===== src/sv/text_cursor_glyph_placer_defines.svh =====
// Assertion macros for the text cursor glyph placer.
// Macros expect a clock aclk and an active low reset aresetn in scope.
`ifndef TEXT_CURSOR_GLYPH_PLACER_DEFINES_SVH
`define TEXT_CURSOR_GLYPH_PLACER_DEFINES_SVH

// Same-cycle implication.
`define TCGP_ASSERT_IMP(lbl, ante, cons) \
    lbl: assert property (@(posedge aclk) disable iff (!aresetn) (ante) |-> (cons)) \
        else $error("tcgp: same-cycle check failed");

// Next-cycle implication.
`define TCGP_ASSERT_NXT(lbl, ante, cons) \
    lbl: assert property (@(posedge aclk) disable iff (!aresetn) (ante) |=> (cons)) \
        else $error("tcgp: next-cycle check failed");

`endif


===== src/sv/tcgp_pkg.sv =====
// Shared types, constants and helper functions for the text cursor glyph placer.
// No dependencies.
`default_nettype none

package tcgp_pkg;

    localparam int CUR_W   = 12;
    localparam int FONT_W  = 7;
    localparam int CODE_W  = 8;
    localparam int OFF_W   = 17;
    localparam int GW_W    = 7;
    localparam int BPF_W   = 12;
    localparam int CFG_IDX_W  = 3;
    localparam int CFG_DATA_W = 12;

    localparam int TAB_SPACES = 4;
    localparam int TAB_CNT_W  = (TAB_SPACES > 1) ? $clog2(TAB_SPACES) : 1;

    localparam logic [CODE_W-1:0] CODE_TAB   = 8'd9;
    localparam logic [CODE_W-1:0] CODE_LF    = 8'd10;
    localparam logic [CODE_W-1:0] CODE_CR    = 8'd13;
    localparam logic [CODE_W-1:0] CODE_SPACE = 8'd32;

    // Register indexes on the configuration port.
    localparam logic [CFG_IDX_W-1:0] REG_DISP_W  = 3'd0;
    localparam logic [CFG_IDX_W-1:0] REG_DISP_H  = 3'd1;
    localparam logic [CFG_IDX_W-1:0] REG_FONT_W  = 3'd2;
    localparam logic [CFG_IDX_W-1:0] REG_FONT_H  = 3'd3;
    localparam logic [CFG_IDX_W-1:0] REG_WIDE    = 3'd4;
    localparam logic [CFG_IDX_W-1:0] REG_FIRST   = 3'd5;
    localparam logic [CFG_IDX_W-1:0] REG_LAST    = 3'd6;

    localparam logic [CUR_W-1:0]  RST_DISP_W = 12'd240;
    localparam logic [CUR_W-1:0]  RST_DISP_H = 12'd240;
    localparam logic [FONT_W-1:0] RST_FONT_W = 7'd8;
    localparam logic [FONT_W-1:0] RST_FONT_H = 7'd8;
    localparam logic [CODE_W-1:0] RST_FIRST  = 8'd32;
    localparam logic [CODE_W-1:0] RST_LAST   = 8'd126;

    // Kind of the word being worked on.
    localparam logic [1:0] KIND_DRAW = 2'd0;
    localparam logic [1:0] KIND_CR   = 2'd1;
    localparam logic [1:0] KIND_LF   = 2'd2;
    localparam logic [1:0] KIND_TAB  = 2'd3;

    typedef struct packed {
        logic [CUR_W-1:0] a;
        logic [CUR_W-1:0] b;
        logic [CUR_W-1:0] bound;
    } alu_req_t;

    typedef struct packed {
        logic [CUR_W-1:0] sum_sat;
        logic             ge;
    } alu_rsp_t;

    // ceil(fw / 3) as (fw + 2) * 171 >> 9, exact for fw below 128; doubled in wide mode.
    function automatic logic [GW_W-1:0] glyph_width(input logic [FONT_W-1:0] fw,
                                                    input logic wide);
        logic [7:0]  s;
        logic [15:0] p;
        logic [5:0]  w;
        s = {1'b0, fw} + 8'd2;
        p = 16'(s) * 16'd171;
        w = p[14:9];
        return wide ? {w, 1'b0} : {1'b0, w};
    endfunction

    // Bytes per glyph row: ceil(fw / 8).
    function automatic logic [4:0] row_bytes(input logic [FONT_W-1:0] fw);
        logic [7:0] s;
        s = {1'b0, fw} + 8'd7;
        return s[7:3];
    endfunction

endpackage

`default_nettype wire


===== src/sv/tcgp_alu.sv =====
// Shared add / saturate / compare unit of the text cursor glyph placer.
// Depends on tcgp_pkg.
`default_nettype none

module tcgp_alu (
    input  tcgp_pkg::alu_req_t req,
    output tcgp_pkg::alu_rsp_t rsp
);

    logic [tcgp_pkg::CUR_W:0] sum;

    always_comb begin
        sum = {1'b0, req.a} + {1'b0, req.b};
        // clamp at full scale
        rsp.sum_sat = sum[tcgp_pkg::CUR_W] ? {tcgp_pkg::CUR_W{1'b1}}
                                            : sum[tcgp_pkg::CUR_W-1:0];
        rsp.ge      = (sum >= {1'b0, req.bound});
    end

endmodule

`default_nettype wire


===== src/sv/text_cursor_glyph_placer.sv =====
// Top level of the text cursor glyph placer: sequencer, cursor state, output register.
// Depends on tcgp_pkg, tcgp_alu and text_cursor_glyph_placer_defines.svh.
//
//   channel  prefix  dir  handshake            payload
//   input    s_      in   s_valid / s_ready    s_char_code
//   result   m_      out  m_valid / m_ready    window, glyph_offset, flags
//   config   cfg_    in   cfg_valid/cfg_ready  cfg_index, cfg_data
//
// One word at a time: s_ready is high only while the sequencer is idle. Every
// cursor add and compare goes through one shared adder, one operation per cycle,
// and an emit stalls while the output register is full.
// aresetn (synchronous) restores the register defaults and homes the cursor.
// The output register lets the next word be accepted while a result waits.
`default_nettype none
`include "text_cursor_glyph_placer_defines.svh"

module text_cursor_glyph_placer (
    input  wire logic                              aclk,
    input  wire logic                              aresetn,

    input  wire logic                              s_valid,
    output logic                                   s_ready,
    input  wire logic [tcgp_pkg::CODE_W-1:0]       s_char_code,

    output logic                                   m_valid,
    input  wire logic                              m_ready,
    output logic [tcgp_pkg::CUR_W-1:0]             m_win_x,
    output logic [tcgp_pkg::CUR_W-1:0]             m_win_y,
    output logic [tcgp_pkg::CUR_W-1:0]             m_win_x_end,
    output logic [tcgp_pkg::CUR_W-1:0]             m_win_y_end,
    output logic [tcgp_pkg::OFF_W-1:0]             m_glyph_offset,
    output logic                                   m_reload_glyph,
    output logic                                   m_last_of_run,

    input  wire logic                              cfg_valid,
    output logic                                   cfg_ready,
    input  wire logic [tcgp_pkg::CFG_IDX_W-1:0]    cfg_index,
    input  wire logic [tcgp_pkg::CFG_DATA_W-1:0]   cfg_data
);

    // Sequencer states.
    localparam logic [3:0] ST_IDLE = 4'd0;   // wait for a word
    localparam logic [3:0] ST_PREP = 4'd1;   // glyph width, bytes per glyph, glyph index
    localparam logic [3:0] ST_OFF  = 4'd2;   // glyph offset multiply
    localparam logic [3:0] ST_WX   = 4'd3;   // wrap test: x + gw >= width
    localparam logic [3:0] ST_WY   = 4'd4;   // wrap: y += fh, x = 0
    localparam logic [3:0] ST_WH   = 4'd5;   // origin test: y >= height
    localparam logic [3:0] ST_ACT  = 4'd6;   // dispatch on word kind
    localparam logic [3:0] ST_LFY  = 4'd7;   // line feed: y += fh, x = 0
    localparam logic [3:0] ST_DX   = 4'd8;   // window right bound
    localparam logic [3:0] ST_DY   = 4'd9;   // window bottom bound
    localparam logic [3:0] ST_EMIT = 4'd10;  // load the output register

    localparam int CW = tcgp_pkg::CUR_W;

    // Configuration registers.
    logic [CW-1:0]                   disp_w_reg, disp_w_next;
    logic [CW-1:0]                   disp_h_reg, disp_h_next;
    logic [tcgp_pkg::FONT_W-1:0]     font_w_reg, font_w_next;
    logic [tcgp_pkg::FONT_W-1:0]     font_h_reg, font_h_next;
    logic                            wide_reg, wide_next;
    logic [tcgp_pkg::CODE_W-1:0]     first_reg, first_next;
    logic [tcgp_pkg::CODE_W-1:0]     last_reg, last_next;

    // Sequencer and cursor state.
    logic [3:0]                      state_reg, state_next;
    logic [1:0]                      kind_reg, kind_next;
    logic                            in_loop_reg, in_loop_next;
    logic [tcgp_pkg::TAB_CNT_W-1:0]  tab_cnt_reg, tab_cnt_next;
    logic [tcgp_pkg::CODE_W-1:0]     code_reg, code_next;
    logic [CW-1:0]                   cur_x_reg, cur_x_next;
    logic [CW-1:0]                   cur_y_reg, cur_y_next;
    logic [tcgp_pkg::CODE_W-1:0]     drawn_reg, drawn_next;

    // Per-word working values.
    logic [tcgp_pkg::GW_W-1:0]       gw_reg, gw_next;
    logic [tcgp_pkg::BPF_W-1:0]      bpf_reg, bpf_next;
    logic [tcgp_pkg::CODE_W-1:0]     idx_reg, idx_next;
    logic [tcgp_pkg::OFF_W-1:0]      off_reg, off_next;
    logic [CW-1:0]                   xend_reg, xend_next;
    logic [CW-1:0]                   yend_reg, yend_next;

    // Output register.
    logic                            m_valid_reg, m_valid_next;
    logic [CW-1:0]                   out_x_reg, out_x_next;
    logic [CW-1:0]                   out_y_reg, out_y_next;
    logic [CW-1:0]                   out_xe_reg, out_xe_next;
    logic [CW-1:0]                   out_ye_reg, out_ye_next;
    logic [tcgp_pkg::OFF_W-1:0]      out_off_reg, out_off_next;
    logic                            out_rel_reg, out_rel_next;
    logic                            out_last_reg, out_last_next;

    tcgp_pkg::alu_req_t              alu_req;
    tcgp_pkg::alu_rsp_t              alu_rsp;

    logic                            out_free;
    logic                            load_out;
    logic                            last_draw;
    logic [tcgp_pkg::CODE_W+tcgp_pkg::BPF_W-1:0] off_full;

    tcgp_alu u_alu (
        .req (alu_req),
        .rsp (alu_rsp)
    );

    assign s_ready   = (state_reg == ST_IDLE);
    assign cfg_ready = 1'b1;
    assign out_free  = !m_valid_reg || m_ready;
    assign load_out  = (state_reg == ST_EMIT) && out_free;
    assign last_draw = (kind_reg != tcgp_pkg::KIND_TAB) ||
                       (tab_cnt_reg == tcgp_pkg::TAB_CNT_W'(tcgp_pkg::TAB_SPACES - 1));
    assign off_full  = (tcgp_pkg::CODE_W + tcgp_pkg::BPF_W)'(idx_reg) *
                       (tcgp_pkg::CODE_W + tcgp_pkg::BPF_W)'(bpf_reg);

    // Steer the shared adder by state.
    always_comb begin
        alu_req.a     = cur_x_reg;
        alu_req.b     = '0;
        alu_req.bound = disp_w_reg;
        unique case (state_reg)
            ST_WX, ST_DX: begin
                alu_req.a = cur_x_reg;
                alu_req.b = CW'(gw_reg);
            end
            ST_WY, ST_LFY, ST_DY: begin
                alu_req.a = cur_y_reg;
                alu_req.b = CW'(font_h_reg);
            end
            ST_WH: begin
                alu_req.a     = cur_y_reg;
                alu_req.bound = disp_h_reg;
            end
            default: begin
                alu_req.a = cur_x_reg;
            end
        endcase
    end

    always_comb begin
        disp_w_next  = disp_w_reg;
        disp_h_next  = disp_h_reg;
        font_w_next  = font_w_reg;
        font_h_next  = font_h_reg;
        wide_next    = wide_reg;
        first_next   = first_reg;
        last_next    = last_reg;

        state_next   = state_reg;
        kind_next    = kind_reg;
        in_loop_next = in_loop_reg;
        tab_cnt_next = tab_cnt_reg;
        code_next    = code_reg;
        cur_x_next   = cur_x_reg;
        cur_y_next   = cur_y_reg;
        drawn_next   = drawn_reg;
        gw_next      = gw_reg;
        bpf_next     = bpf_reg;
        idx_next     = idx_reg;
        off_next     = off_reg;
        xend_next    = xend_reg;
        yend_next    = yend_reg;

        m_valid_next  = m_valid_reg && !m_ready;
        out_x_next    = out_x_reg;
        out_y_next    = out_y_reg;
        out_xe_next   = out_xe_reg;
        out_ye_next   = out_ye_reg;
        out_off_next  = out_off_reg;
        out_rel_next  = out_rel_reg;
        out_last_next = out_last_reg;

        // Register writes; an index past the list is dropped.
        if (cfg_valid) begin
            unique case (cfg_index)
                tcgp_pkg::REG_DISP_W: disp_w_next = cfg_data;
                tcgp_pkg::REG_DISP_H: disp_h_next = cfg_data;
                tcgp_pkg::REG_FONT_W: font_w_next = cfg_data[tcgp_pkg::FONT_W-1:0];
                tcgp_pkg::REG_FONT_H: font_h_next = cfg_data[tcgp_pkg::FONT_W-1:0];
                tcgp_pkg::REG_WIDE:   wide_next   = cfg_data[0];
                tcgp_pkg::REG_FIRST:  first_next  = cfg_data[tcgp_pkg::CODE_W-1:0];
                tcgp_pkg::REG_LAST:   last_next   = cfg_data[tcgp_pkg::CODE_W-1:0];
                default: ;
            endcase
        end

        unique case (state_reg)
            ST_IDLE: begin
                if (s_valid) begin
                    in_loop_next = 1'b0;
                    tab_cnt_next = '0;
                    priority if (s_char_code == tcgp_pkg::CODE_CR) begin
                        kind_next = tcgp_pkg::KIND_CR;
                        code_next = s_char_code;
                    end else if (s_char_code == tcgp_pkg::CODE_LF) begin
                        kind_next = tcgp_pkg::KIND_LF;
                        code_next = s_char_code;
                    end else if (s_char_code == tcgp_pkg::CODE_TAB) begin
                        // a tab draws spaces
                        kind_next = tcgp_pkg::KIND_TAB;
                        code_next = tcgp_pkg::CODE_SPACE;
                    end else begin
                        kind_next = tcgp_pkg::KIND_DRAW;
                        code_next = s_char_code;
                    end
                    state_next = ST_PREP;
                end
            end
            ST_PREP: begin
                gw_next  = tcgp_pkg::glyph_width(font_w_reg, wide_reg);
                bpf_next = tcgp_pkg::BPF_W'(tcgp_pkg::row_bytes(font_w_reg)) *
                           tcgp_pkg::BPF_W'(font_h_reg);
                // out-of-font codes use glyph 0
                if ((code_reg >= first_reg) && (code_reg <= last_reg)) begin
                    idx_next = code_reg - first_reg;
                end else begin
                    idx_next = '0;
                end
                state_next = ST_OFF;
            end
            ST_OFF: begin
                if (off_full > (tcgp_pkg::CODE_W + tcgp_pkg::BPF_W)'({tcgp_pkg::OFF_W{1'b1}})) begin
                    off_next = {tcgp_pkg::OFF_W{1'b1}};
                end else begin
                    off_next = off_full[tcgp_pkg::OFF_W-1:0];
                end
                state_next = ST_WX;
            end
            ST_WX: begin
                state_next = alu_rsp.ge ? ST_WY : ST_WH;
            end
            ST_WY: begin
                cur_y_next = alu_rsp.sum_sat;
                cur_x_next = '0;
                state_next = ST_WH;
            end
            ST_WH: begin
                if (alu_rsp.ge) begin
                    cur_x_next = '0;
                    cur_y_next = '0;
                end
                state_next = in_loop_reg ? ST_DX : ST_ACT;
            end
            ST_ACT: begin
                unique case (kind_reg)
                    tcgp_pkg::KIND_CR: begin
                        cur_x_next = '0;
                        state_next = ST_IDLE;
                    end
                    tcgp_pkg::KIND_LF: begin
                        state_next = ST_LFY;
                    end
                    tcgp_pkg::KIND_TAB: begin
                        // each space runs its own wrap test
                        in_loop_next = 1'b1;
                        state_next   = ST_WX;
                    end
                    default: begin
                        state_next = ST_DX;
                    end
                endcase
            end
            ST_LFY: begin
                cur_y_next = alu_rsp.sum_sat;
                cur_x_next = '0;
                state_next = ST_IDLE;
            end
            ST_DX: begin
                xend_next  = alu_rsp.sum_sat;
                state_next = ST_DY;
            end
            ST_DY: begin
                yend_next  = alu_rsp.sum_sat;
                state_next = ST_EMIT;
            end
            ST_EMIT: begin
                // hold until the output register frees up
                if (out_free) begin
                    m_valid_next  = 1'b1;
                    out_x_next    = cur_x_reg;
                    out_y_next    = cur_y_reg;
                    out_xe_next   = xend_reg;
                    out_ye_next   = yend_reg;
                    out_off_next  = off_reg;
                    out_rel_next  = (code_reg != drawn_reg);
                    out_last_next = last_draw;
                    drawn_next    = code_reg;
                    cur_x_next    = xend_reg;
                    if (last_draw) begin
                        state_next = ST_IDLE;
                    end else begin
                        tab_cnt_next = tab_cnt_reg + tcgp_pkg::TAB_CNT_W'(1);
                        state_next   = ST_WX;
                    end
                end
            end
            default: begin
                state_next = ST_IDLE;
            end
        endcase
    end

    always_ff @(posedge aclk) begin
        if (!aresetn) begin
            disp_w_reg  <= tcgp_pkg::RST_DISP_W;
            disp_h_reg  <= tcgp_pkg::RST_DISP_H;
            font_w_reg  <= tcgp_pkg::RST_FONT_W;
            font_h_reg  <= tcgp_pkg::RST_FONT_H;
            wide_reg    <= 1'b0;
            first_reg   <= tcgp_pkg::RST_FIRST;
            last_reg    <= tcgp_pkg::RST_LAST;
            state_reg   <= ST_IDLE;
            kind_reg    <= tcgp_pkg::KIND_DRAW;
            in_loop_reg <= 1'b0;
            tab_cnt_reg <= '0;
            cur_x_reg   <= '0;
            cur_y_reg   <= '0;
            drawn_reg   <= '0;
            m_valid_reg <= 1'b0;
        end else begin
            disp_w_reg  <= disp_w_next;
            disp_h_reg  <= disp_h_next;
            font_w_reg  <= font_w_next;
            font_h_reg  <= font_h_next;
            wide_reg    <= wide_next;
            first_reg   <= first_next;
            last_reg    <= last_next;
            state_reg   <= state_next;
            kind_reg    <= kind_next;
            in_loop_reg <= in_loop_next;
            tab_cnt_reg <= tab_cnt_next;
            cur_x_reg   <= cur_x_next;
            cur_y_reg   <= cur_y_next;
            drawn_reg   <= drawn_next;
            m_valid_reg <= m_valid_next;
        end
    end

    // Payload and working registers need no reset.
    always_ff @(posedge aclk) begin
        code_reg     <= code_next;
        gw_reg       <= gw_next;
        bpf_reg      <= bpf_next;
        idx_reg      <= idx_next;
        off_reg      <= off_next;
        xend_reg     <= xend_next;
        yend_reg     <= yend_next;
        out_x_reg    <= out_x_next;
        out_y_reg    <= out_y_next;
        out_xe_reg   <= out_xe_next;
        out_ye_reg   <= out_ye_next;
        out_off_reg  <= out_off_next;
        out_rel_reg  <= out_rel_next;
        out_last_reg <= out_last_next;
    end

    assign m_valid        = m_valid_reg;
    assign m_win_x        = out_x_reg;
    assign m_win_y        = out_y_reg;
    assign m_win_x_end    = out_xe_reg;
    assign m_win_y_end    = out_ye_reg;
    assign m_glyph_offset = out_off_reg;
    assign m_reload_glyph = out_rel_reg;
    assign m_last_of_run  = out_last_reg;

    // An accepted word keeps the block busy in the next cycle.
    `TCGP_ASSERT_NXT(a_busy_after_accept, s_valid && s_ready, !s_ready)
    // A result is loaded only into a free output slot.
    `TCGP_ASSERT_IMP(a_load_into_free_slot, load_out, !m_valid_reg || m_ready)
    // After the origin test the cursor row lies inside the display.
    `TCGP_ASSERT_IMP(a_row_in_display, state_reg == ST_ACT,
                     (cur_y_reg < disp_h_reg) || (cur_y_reg == '0))

endmodule

`default_nettype wire


===== config.mk =====
export PLATFORM = sky130hd
export DESIGN_NAME = text_cursor_glyph_placer
export DESIGN_NICKNAME = d
export VERILOG_FILES = /design/src/sv/tcgp_pkg.sv /design/src/sv/tcgp_alu.sv /design/src/sv/text_cursor_glyph_placer.sv
export VERILOG_INCLUDE_DIRS = /design/src /design/src/sv
export SDC_FILE = /design/constraint.sdc
export NUM_CORES = 1
export LEC_CHECK = 0
export BUFFER_PORTS_ARGS = -buffer_cell sky130_fd_sc_hd__buf_2
export CELL_PAD_IN_SITES_DETAIL_PLACEMENT = 1
export CELL_PAD_IN_SITES_GLOBAL_PLACEMENT = 2
export CORE_MARGIN = 2
export CORE_UTILIZATION = 35
export CTS_CLUSTER_DIAMETER = 200
export DETAILED_ROUTE_END_ITERATION = 8
export PLACE_DENSITY = 0.71
export SETUP_SLACK_MARGIN = 0.4
export SLEW_MARGIN = 10
export SYNTH_ARGS = -nofsm -noshare
export SYNTH_HDL_FRONTEND = slang
export SYNTH_HIERARCHICAL = 1
export SYNTH_SLANG_ARGS = --single-unit

===== constraint.sdc =====
create_clock -name aclk -period 7.1 [get_ports aclk]
set_clock_uncertainty 0.15 [all_clocks]
set_input_delay 0.355 -clock aclk [delete_from_list [all_inputs] [get_ports aclk]]
set_output_delay 0.355 -clock aclk [all_outputs]
set_load 0.005 [all_outputs]

==> results.py, run 1 <==
metrics = {
    "cells_and_area": {
        "nFillCells": 5090,
        "areaGrowthSynthToFinish_pct": 14.2,
        "final_cells": 2314,
        "drive_gt1_frac": 0.118,
        "num-nets-final": 1952,
        "n_antenna_cell": 0,
        "fin_area_sq_um": 18300,
    },
    "sta": {
        "period_minus_slack_ps": 6000,
        "hold_viol": 0,
        "maxSlewHeadroom": 0.249,
        "tns_ps": 0,
        "drv_slew": 0,
        "setup_viol": 0,
        "rsz0062_at_grt": "no",
        "fmax_mhz": 167,
        "worstMarginPinSlew_ps": 1120,
        "fin_crit_sh": 0.845,
        "post-route-worst-setup-slack_ps": 1100,
    },
    "global_route": {
        "grt_pass1_vias": 11700,
        "overflow": 0,
        "grt_pass1_wl_um": 62900,
        "grt_use_total": 0.166,
        "grt_start_max_net_pins": 98,
        "antenna_found_initial": 0,
    },
    "placed_design": {
        "gp_congestion": 0.771,
        "dpl_cell_area_sq_um": 17100,
        "dp.cells": 2240,
        "dp_slack_ps": 1090,
        "port_buffers": 96,
        "hpwl_um": 30000,
    },
    "die": {
        "die-area_sq_um": 47500,
        "ioPinCount": 98,
        "fp-row-count": 78,
        "die_y_um": 218,
        "initial_core_util": 0.354,
        "coreArea_sq_um": 45300,
        "die_w_um": 218,
    },
    "worst_setup_path": {
        "startpoint_type": "flip-flop",
        "cpMaxStageDelayCell": "nor2_1",
        "cp-end-kind": "flip-flop",
        "crit_type": "flip-flop to flip-flop",
        "rr_endpoint": "cur_x_reg[0]",
        "crit_required_ps": 7450,
        "cpPeakStageDelay_ps": 780,
        "arrival_ps": 6340,
        "r2r-start": "state_reg[3]",
        "r2r_cells": 21,
        "crit_fanout": 16,
        "reg2reg_slack_ps": 1100,
        "crit_chain": "nor2b_1 > a21boi_0 > nor2_1 > mux2_2 > ha_1 > inv_1 > fa_1 > and2b_1 > o211ai_2 > a31oi_4 > o21ai_1 > xnor2_1 > ha_1 > a2111oi_0 > o21ai_0 > a21oi_1 > o21ai_1 > nor2b_1 > or3_1 > nand2_1 > a21boi_0",
    },
    "pwr": {
        "p_leak_uw": 0.00788,
        "power_density_nw_per_um2": 288,
        "vdd_drop_max_mv": 0.190,
    },
    "clock_tree": {
        "htree_levels": 1,
        "cts_buffers": 29,
        "cts_tree": "built",
        "post_cts_resized": 0,
        "clk_pin_slew_ps": 60,
        "cts_setup_buffers": 0,
        "cts_buffer_depth": 3,
        "cts_sinks": 240,
        "clock-root-buffer": "clkbuf_16",
        "clock_latency_ps": 580,
    },
    "hold_path": {
        "min_from": "cfg_index[0]",
        "min_path_cells": 4,
        "hold_class": "input pin to flip-flop",
        "holdPathEnd": "wide_reg",
    },
    "synthesis": {
        "netlist_top_cells_count": "nand2_1, inv_1, ha_1",
        "ys_types": 74,
        "ys_async_sr_fraction": 0,
        "synth_area_leader_cell": "edfxtp_1",
        "synth_warnings": 6,
        "ys_seq_area_frac": 0.389,
        "synth_edf_count": 143,
        "netlist_area_sq_um": 16000,
        "syn_inst": 1586,
        "postSynthAreaPerCell_sq_um": 10.1,
        "synth.most_common_cell": "nand2_1",
        "synth_flop_cell": "edfxtp_1",
        "synth.ff_latch_count": 240,
        "synthTopCellsByArea": "edfxtp_1, dfxtp_1, ha_1",
        "synth_top_cell_area_share": 0.268,
    },
    "drt": {
        "detail_route.first_pass.iterations": 4,
        "drt-initial-drc-count": 514,
        "vias_per_cell": 4.87,
        "wire_per_inst_um": 16.8,
        "drcViolationCount": 0,
        "via_count": 11300,
        "wirelength_um": 38900,
        "postRouteAntennaNets": 0,
    },
    "job": {
        "drv_cap": 0,
    },
    "outcome": {
        "status": "finished, final reports clean",
    },
}
worst max path at each step:
| stage | from | cells after the start | to | slack (ps) |
|---|---|---|---|---|
| after global placement | state_reg[3] | 21 | cur_x_reg[11] | 1310 |
| after detailed placement | state_reg[3] | 21 | cur_x_reg[9] | 1090 |
| after floorplan | state_reg[3] | 22 | cur_y_reg[10] | 1870 |
| final | state_reg[3] | 21 | cur_x_reg[0] | 1100 |
| after global routing | state_reg[3] | 21 | cur_x_reg[11] | 480 |
| after CTS | state_reg[3] | 21 | cur_x_reg[0] | 1020 |
report_power, final:
group	total [uW]	leakage (uW)	switching [uW]	internal, uW
registers	1700	0.00209	76.0	1620
logic	2110	0.00534	1240	869
clock network	1470	0.000459	589	884
total	5270	0.00788	1900	3370
routing by layer:
metal,routed length [um],track usage,vias up
li1,-,-,5554
met1,19600,0.246,5542
met2,17100,0.257,137
met3,1440,0.0199,42
met4,678,0.0370,0
met5,0,0,-
repair_timing:
action                                  CTS  global route
hold buffers                             21             0
hold endpoints to repair                 53             0
endpoints found under the setup margin    0             0
cell usage in the layout (no fill, tap or decap), types with 35 or more instances in the layout:
master    count
buf_2        96
nor2b_1      35
nand2_1     226
nor2_1       52
edfxtp_1    143
inv_1       183
dfxtp_1      97
ha_1        144
and2_1       88
a21boi_0     59
fa_1         88
a21oi_1      48
layout make-up:
cell class                 count  area (sq um)  share of cell area
tap                          600           751              0.0410
clock inverter                11           133             0.00724
clock buffer                  42           827              0.0452
timing repair buffer         130           788              0.0431
multi-input combinational   1107          8880               0.485
inverter                     184           691              0.0377
sequential                   240          6240               0.341
worst max-delay path, delay by kind of cell (launching register included):
kind                     cells  cell delay (ps)
AO/OA/AOI/OAI                9             1710
XOR/XNOR                     1              150
adder cells (fa/ha/maj)      3              890
buffers and inverters        1               70
flip-flops                   1              670
multiplexers                 1              310
AND/OR/NAND/NOR              6             1930
through the flow:
stage,util,total power (uW),hold WS (ps)
6_report,0.404,5270,126
3_5_place_dp,0.379,3850,255
2_1_floorplan,-,3360,250
5_1_grt,0.404,5720,115
4_1_cts,0.404,5370,88.2
3_3_place_gp,0.379,3820,250
cell families after synthesis:
group,synth area share
simple gates,0.157
compound gates,0.114
buf+inv,0.0582
flops,0.389
fa+ha+maj,0.222
xor+xnor,0.0295
mux,0.0294
other cells,0.000469
(Power assumes the default switching activity.)
==> run 2, diff against run 1 <==
ABC_AREA = 1   (was unset)
PLACE_DENSITY = 0.75   (was 0.71)
clock period = 5.7 ns   (was 7.1 ns; I/O delays follow)
==> run 2 against run 1 <==
Net effect: worst setup slack worse by 320 ps; first-iteration DRC count down 11%; cell count up 15%; via count up 12%; largest power group unchanged; combinational power up 29%; sequential power up 22%; register-to-register slack worse by 320 ps.
==> results.py, run 2 <==
metrics = {
    "global_route": {
        "antenna_found_initial": 1,
        "overflow": 0,
        "grt_use_total": 0.179,
        "grt_pass1_vias": 13000,
        "grt_pass1_wl_um": 68600,
        "grt_start_max_net_pins": 69,
    },
    "cells_and_area": {
        "final_common_cell": "nand2_1",
        "drive_gt1_frac": 0.112,
        "n_antenna_cell": 0,
        "num-nets-final": 2299,
        "final_cell_mix": "nand2_1, inv_1, ha_1",
        "nFillCells": 5477,
        "areaGrowthSynthToFinish_pct": 15.2,
    },
    "pwr": {
        "p_sw_uw": 2510,
        "p_leak_uw": 0.00936,
        "power_density_nw_per_um2": 357,
        "finalPower_uw": 6710,
        "pwr-share-comb": 0.405,
        "p_int_uw": 4200,
        "clkPwrFrac": 0.285,
        "seqPwrFrac": 0.310,
        "vdd_drop_max_mv": 0.259,
        "swShare": 0.375,
    },
    "die": {
        "die_w_um": 220,
        "fp-row-count": 79,
        "coreArea_sq_um": 46300,
        "die_y_um": 220,
        "ioPinCount": 98,
        "initial_core_util": 0.353,
        "die-area_sq_um": 48400,
    },
    "drt": {
        "detail_route.first_pass.iterations": 4,
        "postRouteAntennaNets": 0,
        "drcViolationCount": 0,
        "vias_per_cell": 4.74,
        "wirelength_um": 42700,
        "wire_per_inst_um": 16.0,
        "drt-initial-drc-count": 459,
        "via_count": 12600,
    },
    "sta": {
        "hold_viol": 0,
        "drv_slew": 0,
        "period_minus_slack_ps": 4920,
        "fin_crit_sh": 0.862,
        "tns_ps": 0,
        "setup_viol": 0,
        "worstMarginPinSlew_ps": 993,
        "maxSlewHeadroom": 0.338,
        "fmax_mhz": 203,
        "rsz0062_at_grt": "yes",
    },
    "synthesis": {
        "synthMuxAreaShare": 0,
        "synth.most_common_cell": "nand2_1",
        "syn_inst": 1914,
        "synthAdderAreaFrac": 0.218,
        "synth_edf_count": 143,
        "synth_warnings": 6,
        "synth-compound-area-share": 0.0830,
        "synth_flop_cell": "edfxtp_1",
        "ys_types": 49,
        "synth_area_leader_cell": "edfxtp_1",
        "synth_top_family_by_area": "adder cells",
        "netlist_top_cells_count": "nand2_1, inv_1, ha_1",
        "synth.ff_latch_count": 240,
        "ys_async_sr_fraction": 0,
        "synthTopCellsByArea": "edfxtp_1, dfxtp_1, ha_1",
        "synth-xor-area-share": 0.0225,
        "postSynthAreaPerCell_sq_um": 8.53,
        "synthSimpleGateAreaFrac": 0.191,
        "synth_top_cell_area_share": 0.263,
        "netlist_area_sq_um": 16300,
        "ys_seq_area_frac": 0.382,
    },
    "outcome": {
        "status": "finished, final reports clean",
    },
    "worst_setup_path": {
        "crit_fanout": 17,
        "cp-end-kind": "flip-flop",
        "crit_required_ps": 5830,
        "startpoint_type": "flip-flop",
        "crit_type": "flip-flop to flip-flop",
        "arrival_ps": 5050,
    },
    "clock_tree": {
        "cts_tree": "built",
        "clock-root-buffer": "clkbuf_16",
        "htree_levels": 1,
        "clk_pin_slew_ps": 60,
        "clock_latency_ps": 550,
        "cts_buffer_depth": 3,
        "cts_sinks": 240,
        "cts_buffers": 28,
    },
    "placed_design": {
        "gp_congestion": 0.855,
        "hpwl_um": 33900,
        "port_buffers": 96,
    },
    "hold_path": {
        "hold_class": "input pin to flip-flop",
    },
    "job": {
        "drv_cap": 0,
    },
}
-- run 2: cell types whose count changed in the layout (fill, tap and decap cells not counted), moves of 59 or more --
cell,previous run,this run
and2_1,88,1
a21oi_1,48,107
a21boi_0,59,0
nand2_1,226,443
nor2_1,52,130
inv_1,183,367
-- run 2: cells by family (layout without fill, tap and decap cells) --
kind of cell / after synthesis / after routing
fa+ha+maj: 232 / 232
other cells: 2 / 6
xor+xnor: 42 / 42
simple gates: 732 / 733
buf+inv: 432 / 574
flops: 240 / 240
compound gates: 234 / 234
-- run 2: path summary, 6_finish.rpt --
kind | start | endpoint | slack, ps | cells after the start
worst max-delay path | bpf_reg[6] | off_reg[10] | 780 | 19
worst min-delay path | cfg_index[0] | font_w_reg[3] | 30 | 6
worst max register to register | bpf_reg[6] | off_reg[10] | 780 | 19
worst min register to register | off_reg[2] | m_glyph_offset[2] | 270 | 0
-- run 2: critical path: stages, from the launching register on --
cell      delay, ps
edfxtp_1        530
nand2_1         110
inv_1            60
fa_1            550
inv_1            60
fa_1            530
inv_1            50
fa_1            520
inv_1            50
fa_1            520
inv_1            40
ha_1            350
a21oi_1         270
nand2_1         110
a21oi_1         170
nand2_1          80
nand2_1          70
nand2_2          80
nor2_8          210
nand3_1         130
-- run 2: layout make-up --
type,count,area [sq um],area share
multi-input cells,1247,8460,0.450
clock inverters,12,164,0.00872
clock buffers,40,842,0.0448
flip-flops and latches,240,6240,0.332
inverters,376,1410,0.0751
well taps,607,759,0.0404
repair buffers,146,923,0.0491
-- run 2: power by group through the flow --
stage | clock network [uW] | registers, uW | logic (uW)
floorplan | 0 | 2060 | 2160
global placement | 0 | 2120 | 2680
detailed placement | 0 | 2130 | 2730
CTS | 1950 | 2090 | 2770
global route | 2020 | 2090 | 3180
finish | 1910 | 2080 | 2720
-- run 2: stage by stage --
step                      utilization  worst slack, ps  hold WS [ps]  instance area [sq um]  instances
after floorplan                     -             1050           250                  16300       1918
after global placement          0.376              805           250                  17400       2576
after detailed placement        0.376              644           256                  17400       2576
after CTS                       0.404              616          10.7                  18700       2655
after global routing            0.406              371          65.3                  18800       2668
final                           0.406              784          26.4                  18800       2668
-- run 2: what timing repair did --
item	in CTS	in global routing
hold endpoints to repair	49	0
buffers inserted	0	12
setup endpoints to repair	0	41
hold buffers	27	0
resized for setup	0	3
-- run 2: metal layers --
metal,GRT usage,routed length [um]
met1,0.253,21200
met2,0.302,19900
met5,0,0
met3,0.0157,1080
met4,0.0293,553
